File: config.mk
export PLATFORM = sky130hd
export DESIGN_NAME = ftkr_cell
export DESIGN_NICKNAME = d
export VERILOG_FILES = /design/src/design/ftkr_pkg.sv /design/src/design/ftkr_cell.sv
export SDC_FILE = /design/constraint.sdc
export NUM_CORES = 1
export LEC_CHECK = 0
export ABC_CLOCK_PERIOD_IN_PS = 2400
export BUFFER_PORTS_ARGS = -buffer_cell sky130_fd_sc_hd__buf_2
export CAP_MARGIN = 25
export CORE_UTILIZATION = 44
export DETAILED_ROUTE_END_ITERATION = 6
export PLACE_DENSITY_LB_ADDON = 0.1
export SETUP_SLACK_MARGIN = 0.3
export SLEW_MARGIN = 40
export SYNTH_ARGS = -nofsm -noshare
export SYNTH_HDL_FRONTEND = slang
export SYNTH_SLANG_ARGS = --single-unit
File: constraint.sdc
create_clock -name clk -period 2.4 [get_ports clk]
set_input_delay 0.48 -clock clk [delete_from_list [all_inputs] [get_ports clk]]
set_output_delay 0.48 -clock clk [all_outputs]
set_load 0.05 [all_outputs]
File: src/design/ftkr_pkg.sv
// ============================================================================
// ftkr_pkg
// Shared types and constants for the filtered top-k ranker.
// ============================================================================
package ftkr_pkg;

    localparam int LIST_DEPTH    = 128;
    localparam int KEY_W         = 32;
    localparam int TAG_W         = 16;
    localparam int CNT_W         = 32;
    localparam int POS_W         = 7;
    localparam int TYPE_W        = 8;
    localparam int NLEN_W        = 4;
    localparam int LEVEL_W       = 16;
    localparam int CFG_IDX_W     = 2;
    localparam int CFG_DATA_W    = 8;

    localparam int RD_LO_W       = 4;
    localparam int RD_GRP_SIZE   = 1 << RD_LO_W;
    localparam int RD_HI_W       = POS_W - RD_LO_W;

    localparam logic [1:0] FUNC_CLEAR  = 2'd0;
    localparam logic [1:0] FUNC_INSERT = 2'd1;
    localparam logic [1:0] FUNC_READ   = 2'd2;

    localparam logic [CFG_IDX_W-1:0] REG_EXCLUDE_STAFF  = 2'd0;
    localparam logic [CFG_IDX_W-1:0] REG_STAFF_THRESH   = 2'd1;
    localparam logic [CFG_IDX_W-1:0] REG_SKIP_ZERO_KEY  = 2'd2;

    localparam logic [TYPE_W-1:0] STAFF_THRESH_RESET = 8'd14;
    localparam logic [TYPE_W-1:0] MIN_TYPE           = 8'd1;
    localparam logic [NLEN_W-1:0] MIN_NAME_LEN       = 4'd3;
    localparam logic [CNT_W-1:0]  CNT_MAX            = '1;

    typedef struct packed {
        logic [1:0]                func;
        logic [KEY_W-1:0]          rank_key;
        logic [TAG_W-1:0]          record_tag;
        logic [TYPE_W-1:0]         member_type;
        logic [NLEN_W-1:0]         name_length;
        logic signed [LEVEL_W-1:0] member_level;
        logic [POS_W-1:0]          read_position;
    } in_t;

    typedef struct packed {
        logic [KEY_W-1:0] out_key;
        logic [TAG_W-1:0] out_tag;
        logic [CNT_W-1:0] accepted_total;
        logic             was_ranked;
    } out_t;

    typedef struct packed {
        logic [KEY_W-1:0] key;
        logic [TAG_W-1:0] tag;
    } entry_t;

    // link between neighboring cells
    typedef struct packed {
        entry_t entry;
        logic   shift;
    } link_t;

endpackage

File: src/design/ftkr_cell.sv
// ============================================================================
// ftkr_cell
// One slot of the ranked list: holds a key and tag, takes the new record or
// the upper neighbor's entry on an insert, and is zeroed on a clear.
// ============================================================================
module ftkr_cell
(
    input  logic            clk,
    input  logic            rst_n,
    input  logic            clr,
    input  logic            ins,
    input  ftkr_pkg::entry_t new_entry,
    input  ftkr_pkg::link_t  prev,
    output ftkr_pkg::link_t  link
);

    ftkr_pkg::entry_t entry_reg;
    ftkr_pkg::entry_t entry_next;
    logic             le;

    assign le = (entry_reg.key <= new_entry.key);

    always_comb
    begin
        entry_next = entry_reg;
        if (clr)
        begin
            entry_next = '0;
        end
        else if (ins)
        begin
            if (prev.shift)
            begin
                entry_next = prev.entry;
            end
            else if (le)
            begin
                entry_next = new_entry;
            end
        end
    end

    always_ff @(posedge clk or negedge rst_n)
    begin
        if (!rst_n)
        begin
            entry_reg <= '0;
        end
        else
        begin
            entry_reg <= entry_next;
        end
    end

    assign link.entry = entry_reg;
    assign link.shift = le;

endmodule

==> results by group <==
Place
  • Cell Area, Placed: 0.00484 mm²
  • Placed Cells: 670
  • IO Port Bufs: 149
  • Hpwl dp: 7.67 mm
  • Gpl congestion: 0.898

Drt
  • Final ANT Viol Nets: 0
  • Via count: 4561
  • DR iter-0 viols: 325
  • Met3 wire len: 1.54 mm
  • Routed met2 length: 8.38 mm
  • Post-route DRC violation count: 0
  • Via-to-Cell Ratio: 6.46
  • Max layer used: met4
  • Final wirelength: 17.5 mm
  • Pre-Repair DR Iteration Count: 5
  • Wire length on met1: 6.29 mm
  • DR WL/cell: 24.7 µm

Pwr
  • NetSw: 1.14 mW
  • Combinational share of power: 44.3%
  • Worst vdd ir: 0.000277 V
  • Leak Pwr: 3.00 nW
  • Sw Ratio: 39.9%
  • Clock Power Share: 22.6%
  • Sequential cell fraction of total power: 33.0%
  • Total internal power: 1.71 mW
  • Total power draw: 2.85 mW
  • Pwr/cell area: 423 mW/mm²

Logic synthesis
  • Synth Warn #: 0
  • Ys flop type: dfrtp_1
  • Synthesized instance count: 396
  • Leading area contributor after synthesis: dfrtp_1
  • Post-Syn Area per Cell: 8.94 µm²
  • Sequential cell area fraction in the yosys report: 33.9%
  • Synthesized area: 0.00354 mm²
  • Largest cells by area after synthesis: dfrtp_1 34%, mux2i_1 14%, ha_1 11%
  • Post-Synthesis Net Count: 529
  • Count of cell types in the netlist: 32
  • Post-synth EDFFs: 0
  • Register bit count reported by yosys: 48
  • Yosys top cell area share: 33.9%
  • Ys async rst share: 100%

Finish
  • Most frequent cells in the layout: 148 x buf_2, 59 x buf_4, 54 x nand2_1
  • Design area: 0.00674 mm²
  • Sequential cell area: 0.00124 mm²
  • Share of layout cells above drive strength 1: 65.5%
  • Multi-input gate area: 0.00346 mm²
  • Largest register FFs: 48
  • Post-Layout Cell Count: 706
  • Nets: 735
  • Fillers: 353
  • Most common cell after layout, fill and taps aside: buf_2
  • Area delta synth->final: 90.4%

Die
  • IO Pins: 150
  • Core Rows: 32
  • Die Wd: 91.7 µm
  • Core Area: 0.00777 mm²
  • Initial core utilization: 45.6%
  • Die height: 91.7 µm
  • Die Area: 0.00841 mm²

STA
  • Min setup slack post-route: -0.466 ns
  • Final Hold Fails: 0
  • Clk_skew: 0.00994 ns
  • Worst-Margin Slew: 1.11 ns
  • Fin crit share: 119%
  • F_max: 349 MHz
  • RSZ-0062 raised after global routing: true
  • Minimum clock period: 2.87 ns
  • Hold slack: 0.155 ns
  • Final Slew Violations: 0
  • Worst rel slew slack: 26.2%
  • Count of final setup violators: 49

Clock network
  • Worst-skew pair later-pin latency: 0.32 ns
  • H-Tree Depth: 2
  • CTS root buffer: clkbuf_8
  • CTS max path bufs: 2
  • CTS Hold Bufs: 0
  • CTS sink count: 48
  • Clock Pin Slew Worst Setup and Hold Paths: 0.11 ns
  • Num CTS Buffers: 5
  • CTS tree: done

Worst setup path
  • Crit start category: flip-flop
  • Critical path capture point type: output pin
  • Family with the most delay on the worst path: simple AND/OR/NAND/NOR gates
  • Crit path buf inv count: 2
  • Slowest Stage Delay on Critical Path: 0.45 ns
  • Maximum fanout along the worst path: 5
  • Slowest stage cell on the critical path: dfrtp_2
  • Reg2reg setup slack: -0.29 ns
  • CP Cell Sequence: ha_4, and4_4, nand4_1, buf_4, a31oi_4, o22ai_2, buf_6
  • CP Class: flip-flop to output pin
  • CP arrival: 2.39 ns
  • Worst Path Required: 1.92 ns

Min path
  • HP Class: input port to async pin

Run
  • Maxcap violations: 0

GRT
  • Largest net degree at the start of global routing: 49
  • Vias in the first global route: 4166
  • First-pass GRT wire length: 21.2 mm
  • Initial antenna violation count: 1
  • Overall fraction of global-route tracks in use: 32.2%
  • Total congestion overflow: 0

Outcome
  • Failing checks: setup timing
  • Status: complete, but fails checks
-- per-stage QoR --
step	worst slack, ns	util (%)	setup TNS (ns)
2_1_floorplan	-0.149	-	-5.28
3_3_place_gp	-0.427	62.3	-17.38
3_5_place_dp	-0.551	62.3	-21.15
4_1_cts	-0.279	79.4	-4.61
5_1_grt	-0.470	86.8	-12.66
6_report	-0.466	86.8	-10.52
-- routing by layer --
| layer | track usage, % | vias to the layer above |
|---|---|---|
| met5 | 0 | - |
| met4 | 15.2 | 0 |
| met3 | 6.72 | 125 |
| met2 | 54.7 | 358 |
| met1 | 39.1 | 2173 |
| li1 | - | 1905 |
-- area by class of cell --
cell class | count | share of cell area [%]
Sequential cell | 48 | 18.4
Tap cell | 102 | 1.89
Timing Repair Buffer | 231 | 24.8
Antenna cell | 1 | 0.0371
Multi-Input combinational cell | 284 | 51.4
Clock inverter | 3 | 0.687
Clock buffer | 5 | 1.02
Inverter | 32 | 1.78
-- cell families after synthesis --
| family | count (synthesis) | share of synthesized area (%) |
|---|---|---|
| adders and majority gates | 32 | 11.3 |
| AOI/OAI and AO/OA | 127 | 23.5 |
| DFF | 48 | 33.9 |
| and+or+nand+nor | 77 | 10.0 |
| buffers and inverters | 64 | 7.67 |
| muxes | 48 | 13.6 |
-- synth_stat cells (all sizes together) (2+ instances only) --
library cell  count
or4               2
o21ai            55
clkbuf           25
a31oi             2
nand2b            2
nand2            55
buf               7
inv              32
mux2i            48
ha               32
o311ai           47
a21oi            18
dfrtp            48
nor2              3
nand4             6
and4              4
-- power groups by stage --
stage / combinational, mW / sequential (mW) / clock (mW)
finish: 1.26 / 0.942 / 0.645
global route: 1.32 / 0.948 / 0.665
CTS: 1.08 / 0.927 / 0.628
detailed placement: 0.853 / 0.935 / 0
global placement: 0.837 / 0.934 / 0
floorplan: 0.278 / 1.17 / 0
-- final timing paths --
check,from,endpoint,depth (start not counted)
worst max-delay path,link[47]$_DFFE_PN0P_,link[0],7
min in group clk,new_entry[13],link[14]$_DFFE_PN0P_,3
worst min register to register,link[4]$_DFFE_PN0P_,link[4]$_DFFE_PN0P_,2
worst min-delay path,rst_n,link[44]$_DFFE_PN0P_,1
max in group asynchronous,rst_n,link[18]$_DFFE_PN0P_,2
worst max register to register,link[47]$_DFFE_PN0P_,link[46]$_DFFE_PN0P_,9
-- repair_timing --
action,4_1_cts,5_1_grt
pin swaps,41,22
setup buffers,11,7
cloned,5,4
gates resized for setup,188,70
setup endpoints to repair,49,49
hold endpoints to repair,0,0
Note: power is estimated with default switching activity, not from simulation.
